[src/design/flha_pkg.sv]
// Package for the free-list heap allocator: codes, table entry type, FSM states.
// No dependencies; imported by free_list_heap_allocator_top.
`timescale 1ns / 1ps
package flha_pkg;

    // Width of a block start offset or payload byte count (heap up to 65536 bytes)
    localparam int SW = 17;

    localparam logic       FUNC_ALLOC = 1'b0;
    localparam logic       FUNC_FREE  = 1'b1;

    localparam logic [1:0] POL_FIRST = 2'd0;
    localparam logic [1:0] POL_BEST  = 2'd1;
    localparam logic [1:0] POL_WORST = 2'd2;

    localparam logic [1:0] ST_OK      = 2'd0;
    localparam logic [1:0] ST_NOFIT   = 2'd1;
    localparam logic [1:0] ST_BADFREE = 2'd2;
    localparam logic [1:0] ST_FULL    = 2'd3;

    typedef struct packed {
        logic          used;
        logic [SW-1:0] start;
        logic [SW-1:0] bytes;
    } t_entry;

    typedef enum logic [3:0] {
        S_INIT,
        S_IDLE,
        S_SCAN,
        S_DECIDE,
        S_SHIFT_UP,
        S_WR_A,
        S_WR_B,
        S_SHIFT_DN,
        S_FINISH
    } t_state;

endpackage

[src/design/free_list_heap_allocator_top.sv]
// Free-list heap allocator: block table in one synchronous memory, sequenced scan/shift.
// Depends on flha_pkg.
`timescale 1ns / 1ps
// A request scans the live entries of the block table and decides, then moves the entries
// above the chosen one when an allocation splits a block or on any free, which merges
// free neighbors. The single read port of the block table sets the time taken: every
// entry is read once per scan and once per move. busy stays high while a request runs
// and after reset while the first table entry is written. The result shows for one cycle
// with o_done; it cannot be held off, and a new request may start in that same cycle.
module free_list_heap_allocator_top #(
    parameter int HEAP_BYTES   = 65536,
    parameter int HEADER_BYTES = 24,
    parameter int MAX_BLOCKS   = 16
) (
    input  logic        i_clk,
    input  logic        i_rst_n,
    input  logic        i_cfg_we,
    input  logic [1:0]  i_cfg_wdata,
    input  logic        start,
    output logic        busy,
    input  logic        i_func,
    input  logic [15:0] i_req_size,
    input  logic [15:0] i_free_addr,
    output logic        o_done,
    output logic [15:0] o_addr,
    output logic [1:0]  o_status
);
    import flha_pkg::*;

    localparam int AW = (MAX_BLOCKS > 1) ? $clog2(MAX_BLOCKS) : 1;
    localparam int CW = $clog2(MAX_BLOCKS + 1);
    localparam logic [SW:0]   HDR   = (SW+1)'(HEADER_BYTES);
    localparam logic [SW-1:0] INITB = SW'(HEAP_BYTES - HEADER_BYTES);
    localparam logic [CW-1:0] MAXC  = CW'(MAX_BLOCKS);

    // Block table memory
    t_entry r_mem [MAX_BLOCKS];
    t_entry r_rdata;
    logic          mem_we;
    logic [AW-1:0] mem_wa, mem_ra;
    t_entry        mem_wd;

    t_state r_state, n_state;
    logic [1:0]    r_policy;
    logic [CW-1:0] r_count, r_ia, n_ia, r_rix, n_rix, r_pick, n_pick, r_k, n_k;
    logic [CW-1:0] r_newcnt, n_newcnt;
    logic          r_rv, n_rv, r_found, n_found, r_has_next, n_has_next, r_split, n_split;
    logic          r_func, n_func, r_wv, n_wv;
    logic [15:0]   r_req, n_req, r_off, n_off;
    logic [SW-1:0] r_pstart, n_pstart, r_pbytes, n_pbytes, r_best, n_best;
    t_entry        r_last, n_last, r_prev, n_prev, r_next, n_next;
    logic [AW-1:0] r_wa, n_wa;
    logic [1:0]    r_rm, n_rm;
    logic          r_done, n_done;
    logic [15:0]   r_raddr, n_raddr;
    logic [1:0]    r_rstat, n_rstat;

    // Scan compare terms
    logic          fits, match;
    logic [SW:0]   slack_e, slack_p, sum_f;
    logic          pf, nf;
    logic [CW-1:0] tgt;
    t_entry        fent;

    always_comb begin
        fits    = !r_rdata.used && (r_rdata.bytes >= SW'(r_req));
        slack_e = {1'b0, r_rdata.bytes} - (SW+1)'(r_req);
        match   = r_rdata.used && (({1'b0, r_rdata.start} + HDR) == (SW+1)'(r_off));
        slack_p = {1'b0, r_pbytes} - (SW+1)'(r_req);
        pf      = (r_pick != '0) && !r_prev.used;
        nf      = r_has_next && !r_next.used;
        sum_f   = {1'b0, r_pbytes}
                + (pf ? ({1'b0, r_prev.bytes} + HDR) : '0)
                + (nf ? ({1'b0, r_next.bytes} + HDR) : '0);
        tgt     = pf ? (r_pick - CW'(1)) : r_pick;
        fent.used  = 1'b0;
        fent.start = pf ? r_prev.start : r_pstart;
        fent.bytes = sum_f[SW-1:0];
    end

    // Next state and datapath
    always_comb begin
        n_state = r_state;   n_ia = r_ia;       n_rix = r_rix;   n_rv = 1'b0;
        n_pick = r_pick;     n_k = r_k;         n_newcnt = r_newcnt;
        n_found = r_found;   n_has_next = r_has_next;  n_split = r_split;
        n_func = r_func;     n_req = r_req;     n_off = r_off;   n_wv = 1'b0;
        n_pstart = r_pstart; n_pbytes = r_pbytes; n_best = r_best;
        n_last = r_last;     n_prev = r_prev;   n_next = r_next;
        n_wa = r_wa;         n_rm = r_rm;       n_done = 1'b0;
        n_raddr = r_raddr;   n_rstat = r_rstat;
        case (r_state)
            S_INIT: n_state = S_IDLE;
            S_IDLE: begin
                if (start) begin
                    n_func = i_func; n_req = i_req_size; n_off = i_free_addr;
                    n_ia = '0; n_found = 1'b0; n_has_next = 1'b0;
                    n_raddr = '0; n_rstat = ST_OK; n_newcnt = r_count;
                    n_state = S_SCAN;
                end
            end
            S_SCAN: begin
                // issue reads in order
                if (r_ia < r_count) begin
                    n_rv = 1'b1; n_rix = r_ia; n_ia = r_ia + CW'(1);
                end
                // evaluate returned entry
                if (r_rv) begin
                    n_last = r_rdata;
                    if (r_func == FUNC_ALLOC) begin
                        if (fits) begin
                            if (!r_found) begin
                                n_found = 1'b1; n_pick = r_rix; n_best = slack_e[SW-1:0];
                                n_pstart = r_rdata.start; n_pbytes = r_rdata.bytes;
                            end else if ((r_policy == POL_BEST && slack_e[SW-1:0] < r_best)
                                    || (r_policy == POL_WORST && slack_e[SW-1:0] > r_best)) begin
                                n_pick = r_rix; n_best = slack_e[SW-1:0];
                                n_pstart = r_rdata.start; n_pbytes = r_rdata.bytes;
                            end
                        end
                    end else begin
                        if (!r_found && match) begin
                            n_found = 1'b1; n_pick = r_rix; n_prev = r_last;
                            n_pstart = r_rdata.start; n_pbytes = r_rdata.bytes;
                        end
                        if (r_found && r_rix == r_pick + CW'(1)) begin
                            n_has_next = 1'b1; n_next = r_rdata;
                        end
                    end
                end
                if (r_ia == r_count && !r_rv) n_state = S_DECIDE;
            end
            S_DECIDE: begin
                if (r_func == FUNC_ALLOC) begin
                    if (!r_found) begin
                        n_rstat = ST_NOFIT; n_state = S_FINISH;
                    end else if (slack_p >= HDR) begin
                        if (r_count == MAXC) begin
                            n_rstat = ST_FULL; n_state = S_FINISH;
                        end else begin
                            n_split = 1'b1; n_k = r_count - CW'(1);
                            n_newcnt = r_count + CW'(1);
                            n_raddr = 16'({1'b0, r_pstart} + HDR);
                            n_state = S_SHIFT_UP;
                        end
                    end else begin
                        n_split = 1'b0;
                        n_raddr = 16'({1'b0, r_pstart} + HDR);
                        n_state = S_WR_A;
                    end
                end else begin
                    if (!r_found) begin
                        n_rstat = ST_BADFREE; n_state = S_FINISH;
                    end else begin
                        n_rm = 2'(pf) + 2'(nf);
                        n_k = tgt + CW'(1) + CW'(2'(pf) + 2'(nf));
                        n_newcnt = r_count - CW'(2'(pf) + 2'(nf));
                        n_state = S_SHIFT_DN;
                    end
                end
            end
            S_SHIFT_UP: begin
                // move entries above the pick up by one, top first
                if (r_k > r_pick) begin
                    n_wv = 1'b1; n_wa = AW'(r_k + CW'(1)); n_k = r_k - CW'(1);
                end else begin
                    n_state = S_WR_A;
                end
            end
            S_WR_A: n_state = r_split ? S_WR_B : S_FINISH;
            S_WR_B: n_state = S_FINISH;
            S_SHIFT_DN: begin
                // move entries above the merged ones down, bottom first
                if (r_k < r_count) begin
                    n_wv = 1'b1; n_wa = AW'(r_k - CW'(r_rm)); n_k = r_k + CW'(1);
                end else begin
                    n_state = S_FINISH;
                end
            end
            S_FINISH: begin
                n_done = 1'b1;
                n_state = S_IDLE;
            end
            default: n_state = S_IDLE;
        endcase
    end

    // Memory port and handshake outputs
    always_comb begin
        mem_we = 1'b0;
        mem_wa = r_wa;
        mem_wd = r_rdata;
        mem_ra = AW'(r_k);
        case (r_state)
            S_INIT: begin
                mem_we = 1'b1; mem_wa = '0;
                mem_wd = '{used: 1'b0, start: '0, bytes: INITB};
            end
            S_SCAN: mem_ra = AW'(r_ia);
            S_SHIFT_UP, S_SHIFT_DN: mem_we = r_wv;
            S_DECIDE: begin
                if (r_func == FUNC_FREE && r_found) begin
                    mem_we = 1'b1; mem_wa = AW'(tgt); mem_wd = fent;
                end
            end
            S_WR_A: begin
                mem_we = 1'b1; mem_wa = AW'(r_pick);
                mem_wd = '{used: 1'b1, start: r_pstart,
                           bytes: r_split ? SW'(r_req) : r_pbytes};
            end
            S_WR_B: begin
                mem_we = 1'b1; mem_wa = AW'(r_pick + CW'(1));
                mem_wd = '{used: 1'b0,
                           start: SW'({1'b0, r_pstart} + HDR + (SW+1)'(r_req)),
                           bytes: SW'(slack_p - HDR)};
            end
            default: mem_we = 1'b0;
        endcase
        busy     = (r_state != S_IDLE);
        o_done   = r_done;
        o_addr   = r_raddr;
        o_status = r_rstat;
    end

    // Block table storage
    always_ff @(posedge i_clk) begin
        if (mem_we) r_mem[mem_wa] <= mem_wd;
        r_rdata <= r_mem[mem_ra];
    end

    // Control registers
    always_ff @(posedge i_clk) begin
        if (!i_rst_n) begin
            r_state <= S_INIT;
            r_policy <= POL_FIRST;
            r_count <= CW'(1);
            r_rv <= 1'b0;
            r_wv <= 1'b0;
            r_done <= 1'b0;
        end else begin
            r_state <= n_state;
            r_rv <= n_rv;
            r_wv <= n_wv;
            r_done <= n_done;
            if (i_cfg_we) r_policy <= i_cfg_wdata;
            if (r_state == S_FINISH) r_count <= r_newcnt;
        end
    end

    // Payload registers
    always_ff @(posedge i_clk) begin
        r_ia <= n_ia;         r_rix <= n_rix;       r_pick <= n_pick;   r_k <= n_k;
        r_newcnt <= n_newcnt; r_found <= n_found;   r_has_next <= n_has_next;
        r_split <= n_split;   r_func <= n_func;     r_req <= n_req;     r_off <= n_off;
        r_pstart <= n_pstart; r_pbytes <= n_pbytes; r_best <= n_best;
        r_last <= n_last;     r_prev <= n_prev;     r_next <= n_next;
        r_wa <= n_wa;         r_rm <= n_rm;         r_raddr <= n_raddr; r_rstat <= n_rstat;
    end

    // Checks
    a_count_range: assert property (@(posedge i_clk) disable iff (!i_rst_n)
        (r_count != '0) && (r_count <= MAXC))
        else $error("block count out of range");
    a_done_from_finish: assert property (@(posedge i_clk) disable iff (!i_rst_n)
        r_done |-> (r_state == S_IDLE))
        else $error("result strobe outside finish");
    a_accept_busy: assert property (@(posedge i_clk) disable iff (!i_rst_n)
        (start && !busy) |=> busy)
        else $error("accepted request did not raise busy");
    a_err_addr_zero: assert property (@(posedge i_clk) disable iff (!i_rst_n)
        (o_done && o_status != ST_OK) |-> (o_addr == 16'd0))
        else $error("error result carries an address");
endmodule
[config.mk]
export PLATFORM = sky130hd
export DESIGN_NAME = free_list_heap_allocator_top
export DESIGN_NICKNAME = d
export VERILOG_FILES = /design/src/design/flha_pkg.sv /design/src/design/free_list_heap_allocator_top.sv
export SDC_FILE = /design/constraint.sdc
export NUM_CORES = 1
export LEC_CHECK = 0
export BUFFER_PORTS_ARGS = -buffer_cell sky130_fd_sc_hd__buf_2
export CAP_MARGIN = 10
export CORE_ASPECT_RATIO = 2
export CORE_UTILIZATION = 40
export DETAILED_ROUTE_END_ITERATION = 6
export PLACE_DENSITY = 0.66
export SLEW_MARGIN = 25
export SYNTH_ARGS = -nofsm -noshare
export SYNTH_HDL_FRONTEND = slang
export SYNTH_SLANG_ARGS = --single-unit
[constraint.sdc]
create_clock -name i_clk -period 6.6 [get_ports i_clk]
set_input_delay 1.32 -clock i_clk [delete_from_list [all_inputs] [get_ports i_clk]]
set_output_delay 1.32 -clock i_clk [all_outputs]
set_load 0.01 [all_outputs]
==> results of run 1 <==
worst paths after layout:
check             startpoint             to  slack (ns)  cells past startpoint
hold reg to reg   r_last[23]     r_prev[23]        0.42                      0
setup reg to reg   r_pick[0]  r_mem[15][14]        0.75                     18
hold / removal    r_last[23]     r_prev[23]        0.42                      0
setup / recovery   r_pick[0]  r_mem[15][14]        0.75                     18
registers in the layout, indices dropped and copies added (netlist names), 5 cells and up:
name,flops
r_best,17
r_pstart,17
r_k,5
r_prev,35
r_last,35
r_req,16
o_addr,16
r_count,5
r_pick,5
r_rdata,35
r_rix,5
r_ia,5
r_off,16
r_next,18
r_mem,560
r_newcnt,5
r_pbytes,17
per-stage QoR:
stage | total power [mW] | hold slack, ns
after global routing | 12.70 | 0.4231
after CTS | 12.37 | 0.4170
after detailed placement | 8.157 | 0.4045
final | 12.31 | 0.4188
after floorplan | 7.490 | 0.4003
after global placement | 8.096 | 0.4006
cells by family after synthesis:
| kind of cell | Yosys count | share of synthesized area, % |
|---|---|---|
| buf+inv | 191 | 2.150 |
| mux | 171 | 9.244 |
| xor+xnor | 136 | 3.168 |
| flops | 833 | 65.22 |
| simple gates | 588 | 7.531 |
| fa+ha+maj | 140 | 5.111 |
| compound gates | 429 | 7.574 |
metal layers:
layer | vias to the layer above | global-route usage, % | share of wire (%)
met1 | 11540 | 23.23 | 34
met5 | - | 0 | 0
li1 | 9890 | - | -
met4 | 0 | 14.11 | 7.0
met3 | 302 | 2.702 | 4.9
met2 | 911 | 41.02 | 54
layout make-up:
class | instances | area [um2] | area share (%)
inverters | 104 | 390.4 | 0.9246
well taps | 1200 | 1501 | 3.556
clock inverters | 41 | 426.7 | 1.011
multi-input cells | 1464 | 12510 | 29.64
repair buffers | 141 | 963.4 | 2.282
diodes | 1 | 2.502 | 0.005927
flip-flops and latches | 833 | 24520 | 58.09
clock buffers | 92 | 1898 | 4.496
layout by cell type (no fill, tap or decap), types with 41 or more instances in the layout:
cell type  count
xor2_1        62
dfxtp_1       49
a21oi_1       94
and2_1        64
buf_4         79
a31oi_1       45
nand2_1      176
mux4_2       140
buf_2         58
a211oi_1      41
xnor2_1       74
nor2_1       134
ha_1         116
clkbuf_16     73
edfxtp_1     784
inv_1        100
o21ai_0       74
nand3_1       44
report_power, final:
group	leakage, nW	switching, mW	internal [mW]
clock network	1.13	1.94	2.31
logic	5.81	1.07	0.590
registers	7.56	0.175	6.23
==> metrics.csv, run 1 <==
metric,value,unit
outcome,"complete, no violations",
Synth cell types,78,
Final Hold Fails,0,
Placed Cells,3742,
most area-hungry cell type in the Yosys netlist,edfxtp_1,
#FFs+latches synth,833,
Placeable Area,0.09291,mm2
Post-CTS Setup Inserts,0,
final non-filler cell total,3876,
Leakage Power,14.50,nW
Die W,218.8,um
largest net degree at the start of global routing,61,
Synth Area per Inst,15.11,um2
Die Span Y,435.6,um
Hold Buf Count CTS,0,
Detail Placement HPWL,72660,um
total congestion overflow,0,
critical-path cell list,inv_1 > ha_1 > nor4b_1 > or2_2 > inv_1 > and2_1 > fa_1 > ha_1 > a21o_1 > a21o_1 > a2111oi_2 > nor4_1 > o31ai_1 > a21oi_1 > and4_1 > or3_1 > o221ai_1 > o21a_1,
"Largest stage delay, worst path",0.52,ns
Clock Latency Late Sink,0.66,ns
placed cell areas,0.03985,mm2
Final Util,45.44,%
Residual DRC,0,
drt wl/cell,26.85,um
Synth top area share,62.61,%
Via density,5.841,
via count,22640,
synth top area cells,"edfxtp_1 63%, mux4_2 8.4%, ha_1 3.9%",
initial DRC count,1927,
final setup fails,0,
router iterations before antenna repair,6,
Setup CP Type,reg -> reg,
sequential element share of the synthesized area,65.22,%
RSZ-0062 raised after global routing,false,
cell area after synthesis,0.03760,mm2
crit start category,register,
num rows,158,
worst min path class,reg -> reg,
Initial Utilization,40.47,%
Slew @ Worst Pin,1.049,ns
Synth Flop Type,edfxtp_1,
die area,0.09530,mm2
CP Buf/Inv Count,2,
initial antenna violation count,1,
IO Pins,59,
share of layout cells above drive strength 1,16.86,%
Post-synth EDFFs,784,
Final Cycle Share,88.61,%
CP Capture Type,register,
# fillers,8031,
max_slew headroom,29.42,%
first-pass GRT wire length,153000,um
root cell of the clock tree,clkbuf_16,
clock buffer depth,3,
Antenna Nets Post-Route,0,
maximum vdd ir drop,0.0002054,V
Worst EP required,6.98,ns
worst setup margin,0.7520,ns
TritonCTS clock tree,done,
FMAX,171.0,MHz
routed wire length,104100,um
GPL Wtd Cong,0.9556,
max-cap violations,0,
PD cells,291.6,mW/mm2
setup TNS,0,ns
Post-synth ARST share,0,%
vias in the first global route,23650,
CTS H-tree depth,3,
area grow syn2layout,12.29,%
total CTS buffers,72,
"Slowest-stage cell, CP",edfxtp_1,
synthesized instance count,2488,
minimum clock period,5.848,ns
"count leader, synth",edfxtp_1,
Crit path max-delay family,compound AO/OA/AOI/OAI gates,
Post-Place Setup Slack,0.8584,ns
NumNets Final,2794,
Num Clock Sinks,833,
Worst EP arrival,6.23,ns
GRT Total Usage,22.15,%
Buffers on Ports,58,
syn_nets,2666,
most frequent cells after synthesis,"784 x edfxtp_1, 177 x nand2_1, 151 x nor2_1, 140 x mux4_2, 116 x ha_1",
CP max FO,17,
Final Slew Violations,0,
post-route cell area,0.04222,mm2
Clock Skew,0.03482,ns
# resized after CTS,0,
clk slew on worst S/H paths,0.06,ns
yosys warns,0,
No activity file was read; power rests on OpenSTA's default activity.
==> run 2, diff against run 1 <==
- CORE_MARGIN: unset -> 1.5
==> metrics.csv, run 2 (same netlist as run 1, synthesis figures left out) <==
metric,value,unit,change
Post-Place Setup Slack,0.9350,ns,was 0.8584 ns
Final Hold Slack,0.4218,ns,was 0.4188 ns
maximum vdd ir drop,0.0002837,V,was 0.0002054 V
Antenna Nets Post-Route,0,,unchanged
minimum clock period,5.716,ns,was 5.848 ns
max_slew headroom,26.42,%,was 29.42%
Clock Skew,0.01799,ns,was 0.03482 ns
Die W,219.8,um,was 218.8 um
clk slew on worst S/H paths,0.07,ns,was 0.06 ns
most frequent cells in the layout,"784 x edfxtp_1, 176 x nand2_1, 140 x mux4_2, 134 x nor2_1, 116 x ha_1",,unchanged
Via density,5.859,,was 5.841
"Most flops, register",r_mem,,unchanged
Detail Placement HPWL,73200,um,was 72660 um
via count,22740,,was 22640
"commonest non-fill, non-tap cell in the layout",edfxtp_1,,unchanged
TritonCTS clock tree,done,,unchanged
vias in the first global route,23910,,was 23650
routed wire length,106000,um,was 104100 um
max reg flops,560,,unchanged
"Slowest-stage cell, CP",buf_4,,was edfxtp_1
IO Pins,59,,unchanged
FMAX,175.0,MHz,was 171.0 MHz
Num Clock Sinks,833,,unchanged
Initial Utilization,40.47,%,unchanged
Setup CP Type,reg -> reg,,unchanged
Hold Buf Count CTS,0,,unchanged
outcome,"complete, no violations",,unchanged
drt wl/cell,27.32,um,was 26.85 um
max-cap violations,0,,unchanged
Placed Cells,3749,,was 3742
Final Util,45.62,%,was 45.44%
Final Hold Fails,0,,unchanged
placed cell areas,0.03994,mm2,was 0.03985 mm2
root cell of the clock tree,clkbuf_16,,unchanged
Pwr Total,12.50,mW,was 12.31 mW
final non-filler cell total,3881,,was 3876
worst min path class,reg -> reg,,unchanged
PD cells,295.0,mW/mm2,was 291.6 mW/mm2
total CTS buffers,72,,unchanged
Final Cycle Share,86.60,%,was 88.61%
largest net degree at the start of global routing,71,,was 61
post-route cell area,0.04238,mm2,was 0.04222 mm2
Final Slew Violations,0,,unchanged
Leakage Power,14.58,nW,was 14.50 nW
Clock Latency Late Sink,0.65,ns,was 0.66 ns
NumNets Final,2801,,was 2794
num rows,158,,unchanged
final setup fails,0,,unchanged
router iterations before antenna repair,5,,was 6
initial antenna violation count,4,,was 1
initial DRC count,1923,,was 1927
Buffers on Ports,58,,unchanged
total congestion overflow,0,,unchanged
Worst EP required,6.87,ns,was 6.98 ns
Placeable Area,0.09291,mm2,unchanged
Slew @ Worst Pin,1.095,ns,was 1.049 ns
first-pass GRT wire length,155100,um,was 153000 um
CP max FO,39,,was 17
Post-CTS Setup Inserts,0,,unchanged
die area,0.09596,mm2,was 0.09530 mm2
CTS H-tree depth,3,,unchanged
GRT Total Usage,22.32,%,was 22.15%
RSZ-0062 raised after global routing,false,,unchanged
share of layout cells above drive strength 1,17.35,%,was 16.86%
Worst EP arrival,5.99,ns,was 6.23 ns
# resized after CTS,0,,unchanged
clock buffer depth,3,,unchanged
"Largest stage delay, worst path",0.51,ns,was 0.52 ns
Residual DRC,0,,unchanged
CP Capture Type,register,,unchanged
worst setup margin,0.8841,ns,was 0.7520 ns
crit start category,register,,unchanged
area grow syn2layout,12.72,%,was 12.29%
setup TNS,0,ns,unchanged
GPL Wtd Cong,0.9649,,was 0.9556
critical-path cell list,inv_1 > ha_1 > nor2b_1 > o21ai_0 > a21boi_0 > o21ai_0 > a2111oi_1 > buf_4 > or3_1 > a21oi_1 > o21bai_1 > a21oi_1 > xnor2_1 > ha_1 > a21o_1 > a211oi_1 > a21boi_0 > mux2i_1 > a31oi_4 > buf_4,,was inv_1 > ha_1 > nor4b_1 > or2_2 > inv_1 > and2_1 > fa_1 > ha_1 > a21o_1 > a21o_1 > a2111oi_2 > nor4_1 > o31ai_1 > a21oi_1 > and4_1 > or3_1 > o221ai_1 > o21a_1
Die Span Y,436.6,um,was 435.6 um
## run 2: cell count changes in the layout (fill, tap and decap cells not counted), moves of 2 or more
cell,before,now
inv_6,1,4
clkinv_1,12,6
clkbuf_8,0,6
buf_16,0,2
o21ai_1,8,6
clkbuf_1,19,13
o21ai_0,74,77
buf_4,79,84
clkinvlp_4,2,6
clkinv_2,14,12
## run 2: layout make-up
cell class | instances | area, um2
Antenna cell | 1 | 2.502
Clock buffer | 92 | 1958
Clock inverter | 39 | 455.4
Fill cell | 7954 | 50530
Inverter | 104 | 390.4
Multi-Input combinational cell | 1464 | 12500
Sequential cell | 833 | 24520
Tap cell | 1200 | 1501
Timing Repair Buffer | 148 | 1056
## run 2: routing by layer
layer  track usage (%)  wire length, um  vias to the layer above
met5                 0               27                        -
met4             15.08             7852                        4
met3             3.118             5934                      296
met2             40.99            57390                      933
met1             23.09            34820                    11600
li1                  -                -                     9909
## run 2: path summary, 6_finish.rpt
path              start          end  slack [ns]  cells past startpoint
max reg2reg    r_req[1]  r_pbytes[0]        0.88                     20
max            r_req[1]  r_pbytes[0]        0.88                     20
min          r_last[34]   r_prev[34]        0.42                      0
min reg2reg  r_last[34]   r_prev[34]        0.42                      0
## run 2: where the power goes
| group | switching [mW] | internal [mW] |
|---|---|---|
| registers | 0.164 | 6.23 |
| logic | 1.10 | 0.606 |
| clock network | 1.99 | 2.41 |
| total | 3.25 | 9.25 |
## run 2: worst max-delay path: cells and delay by family (launching register included)
kind	cells	cell delay, ns
flip-flops	1	0.50
AO/OA/AOI/OAI	11	2.43
AND/OR/NAND/NOR	2	0.56
XOR/XNOR	1	0.18
adder cells (fa/ha/maj)	2	0.55
multiplexers	1	0.17
buffers and inverters	3	0.89
==> run 3, diff against run 2 <==
- ABC_AREA: unset -> 1
==> metrics.csv, run 3 <==
metric,value,unit,change
Synth top area share,60.48,%,was 62.61%
Placeable Area,0.09629,mm2,was 0.09291 mm2
vias in the first global route,27840,,was 23910
minimum clock period,5.100,ns,was 5.716 ns
clk slew on worst S/H paths,0.07,ns,about the same
syn_nets,3759,,was 2666
most area-hungry cell type in the Yosys netlist,edfxtp_1,,unchanged
Die W,223.6,um,was 219.8 um
Final Hold Fails,0,,unchanged
busiest grt layer,met2,,unchanged
crit-path most repeated cell,nand2_1,,
Antenna Nets Post-Route,0,,unchanged
Slew @ Worst Pin,1.178,ns,was 1.095 ns
cell area after synthesis,0.03893,mm2,was 0.03760 mm2
most frequent cells after synthesis,"784 x edfxtp_1, 654 x nor2_1, 414 x nand2_1, 377 x o21ai_0, 300 x inv_1",,"was 784 x edfxtp_1, 177 x nand2_1, 151 x nor2_1, 140 x mux4_2, 116 x ha_1"
combinational share of power,34.1,%,was 13.6%
router iterations before antenna repair,7,,was 5
sequential element share of the synthesized area,63.00,%,was 65.22%
drt wl/cell,25.27,um,was 27.32 um
Worst EP required,6.78,ns,was 6.87 ns
Via density,5.678,,was 5.859
max-cap violations,0,,unchanged
CP Capture Type,register,,unchanged
Clk pwr share,23.2,%,was 35.2%
die area,0.09931,mm2,was 0.09596 mm2
reg2reg setup slack,1.50,ns,was 0.88 ns
GRT Total Usage,25.06,%,was 22.32%
GPL Wtd Cong,1.061,,was 0.9649
Post-CTS Setup Inserts,0,,unchanged
Num Clock Sinks,833,,unchanged
"Most flops, register",r_mem,,unchanged
initial DRC count,2232,,was 1923
max reg flops,560,,unchanged
Detail Placement HPWL,83980,um,was 73200 um
Leakage Power,15.87,nW,was 14.58 nW
# resized after CTS,0,,unchanged
total congestion overflow,0,,unchanged
initial antenna violation count,8,,was 4
RSZ-0062 raised after global routing,false,,unchanged
largest net degree at the start of global routing,204,,was 71
"commonest non-fill, non-tap cell in the layout",edfxtp_1,,unchanged
setup TNS,0,ns,unchanged
Hold Buf Count CTS,0,,unchanged
Net Sw Power,7.576,mW,was 3.253 mW
Clock Latency Late Sink,0.65,ns,about the same
"count leader, synth",edfxtp_1,,unchanged
Setup CP Type,reg -> reg,,unchanged
maximum vdd ir drop,0.0002234,V,was 0.0002837 V
#FFs+latches synth,833,,unchanged
Flop pwr share,42.6,%,was 51.1%
final non-filler cell total,4929,,was 3881
NumNets Final,3821,,was 2801
CTS H-tree depth,3,,unchanged
synth top area cells,"edfxtp_1 60%, nor2_1 6.3%, o21ai_0 4.8%",,"was edfxtp_1 63%, mux4_2 8.4%, ha_1 3.9%"
Final Cycle Share,77.28,%,was 86.60%
Internal Pwr Total,12.16,mW,was 9.250 mW
Placed Cells,4792,,was 3749
Synth Flop Type,edfxtp_1,,unchanged
"Slowest-stage cell, CP",edfxtp_1,,was buf_4
switching share of total power,38.39,%,was 26.02%
outcome,"complete, no violations",,unchanged
via count,27990,,was 22740
yosys warns,0,,unchanged
most frequent cells in the layout,"784 x edfxtp_1, 635 x nor2_1, 414 x nand2_1, 375 x o21ai_0, 298 x inv_1",,"was 784 x edfxtp_1, 176 x nand2_1, 140 x mux4_2, 134 x nor2_1, 116 x ha_1"
clock buffer depth,3,,unchanged
Die Span Y,444.2,um,was 436.6 um
Buffers on Ports,58,,unchanged
post-route cell area,0.04342,mm2,was 0.04238 mm2
CP max FO,16,,was 39
synthesized instance count,3581,,was 2488
Clock Skew,0.02327,ns,was 0.01799 ns
Initial Utilization,40.43,%,was 40.47%
GR Layer Usage met1,24.08,%,was 23.09%
Post-synth EDFFs,784,,unchanged
crit start category,register,,unchanged
Worst Reg2Reg Path Length in Cells,20,,unchanged
Final Slew Violations,0,,unchanged
total CTS buffers,71,,was 72
Synth Area per Inst,10.87,um2,was 15.11 um2
FMAX,196.1,MHz,was 175.0 MHz
share of layout cells above drive strength 1,8.189,%,was 17.35%
critical-path cell list,inv_1 > ha_1 > nand3_1 > nand2_2 > inv_2 > nand2_1 > fa_1 > inv_1 > ha_1 > inv_1 > fa_1 > nand3b_1 > nand2_1 > a21boi_0 > o21ai_0 > xor2_1 > nand2_1 > nand2_1 > a21oi_1 > nand4_1,,was inv_1 > ha_1 > nor2b_1 > o21ai_0 > a21boi_0 > o21ai_0 > a2111oi_1 > buf_4 > or3_1 > a21oi_1 > o21bai_1 > a21oi_1 > xnor2_1 > ha_1 > a21o_1 > a211oi_1 > a21boi_0 > mux2i_1 > a31oi_4 > buf_4
PD cells,454.5,mW/mm2,was 295.0 mW/mm2
IO Pins,59,,unchanged
Residual DRC,0,,unchanged
root cell of the clock tree,clkbuf_16,,unchanged
worst min path class,reg -> reg,,unchanged
GRT met3 Usage,4.894,%,was 3.118%
hold path cells,0,,unchanged
"Largest stage delay, worst path",0.50,ns,was 0.51 ns
GR Util met2,45.59,%,was 40.99%
placed cell areas,0.04088,mm2,was 0.03994 mm2
max_slew headroom,21.47,%,was 26.42%
Synth cell types,56,,was 78
Post-synth ARST share,0,%,unchanged
final setup fails,0,,unchanged
first-pass GRT wire length,180300,um,was 155100 um
TritonCTS clock tree,done,,unchanged
Worst EP arrival,5.28,ns,was 5.99 ns
area grow syn2layout,11.55,%,was 12.72%
routed wire length,124600,um,was 106000 um
num rows,161,,was 158
-- run 3: power by group through the flow --
stage	registers, mW	clock network, mW	logic [mW]
2_1_floorplan	8.16	0	4.17
3_3_place_gp	8.48	0	6.55
3_5_place_dp	8.50	0	6.65
4_1_cts	8.39	4.65	6.68
5_1_grt	8.46	4.82	7.34
6_report	8.41	4.59	6.74
-- run 3: final timing paths --
kind	start	endpoint
setup / recovery	r_pick[0]	r_mem[1][9]
hold / removal	r_last[8]	r_prev[8]
setup reg to reg	r_pick[0]	r_mem[1][9]
hold reg to reg	r_last[8]	r_prev[8]
-- run 3: stage by stage --
stage	hold slack, ns	setup slack (ns)	utilization [%]	power [mW]
global placement	0.4001	1.608	42.45	15.03
finish	0.4037	1.500	45.10	19.74
floorplan	0.4003	1.293	-	12.33
detailed placement	0.4045	1.542	42.45	15.15
global route	0.4155	1.114	45.09	20.63
CTS	0.4041	1.522	45.07	19.72
-- run 3: area by class of cell --
cell class	instances	area, um2
repair buffers	127	883.3
multi-input cells	2305	12790
well taps	1222	1529
flip-flops and latches	833	24520
clock inverters	42	589.3
inverters	305	1155
fillers	8725	52870
diodes	7	17.52
clock buffers	88	1932
-- run 3: worst max-delay path: cells and delay by family (launching register included) --
kind	cells	cell delay (ns)
adder cells (fa/ha/maj)	4	1.18
buffers and inverters	4	0.58
flip-flops	1	0.50
AND/OR/NAND/NOR	8	1.41
XOR/XNOR	1	0.19
AO/OA/AOI/OAI	3	0.75
-- run 3: logic make-up after synthesis --
| group | share of synthesized area [%] |
|---|---|
| compound gates | 11.77 |
| fa+ha+maj | 4.911 |
| buf+inv | 4.654 |
| xor+xnor | 1.777 |
| flops | 63.00 |
| simple gates | 13.89 |
-- run 3: per-layer routing --
layer	share of wire, %	routed length [um]	up-vias
met3	6.6	8262	416
met1	32	39620	13650
met4	9.3	11560	4
li1	-	-	12810
met5	0.019	24	-
met2	52	65100	1108
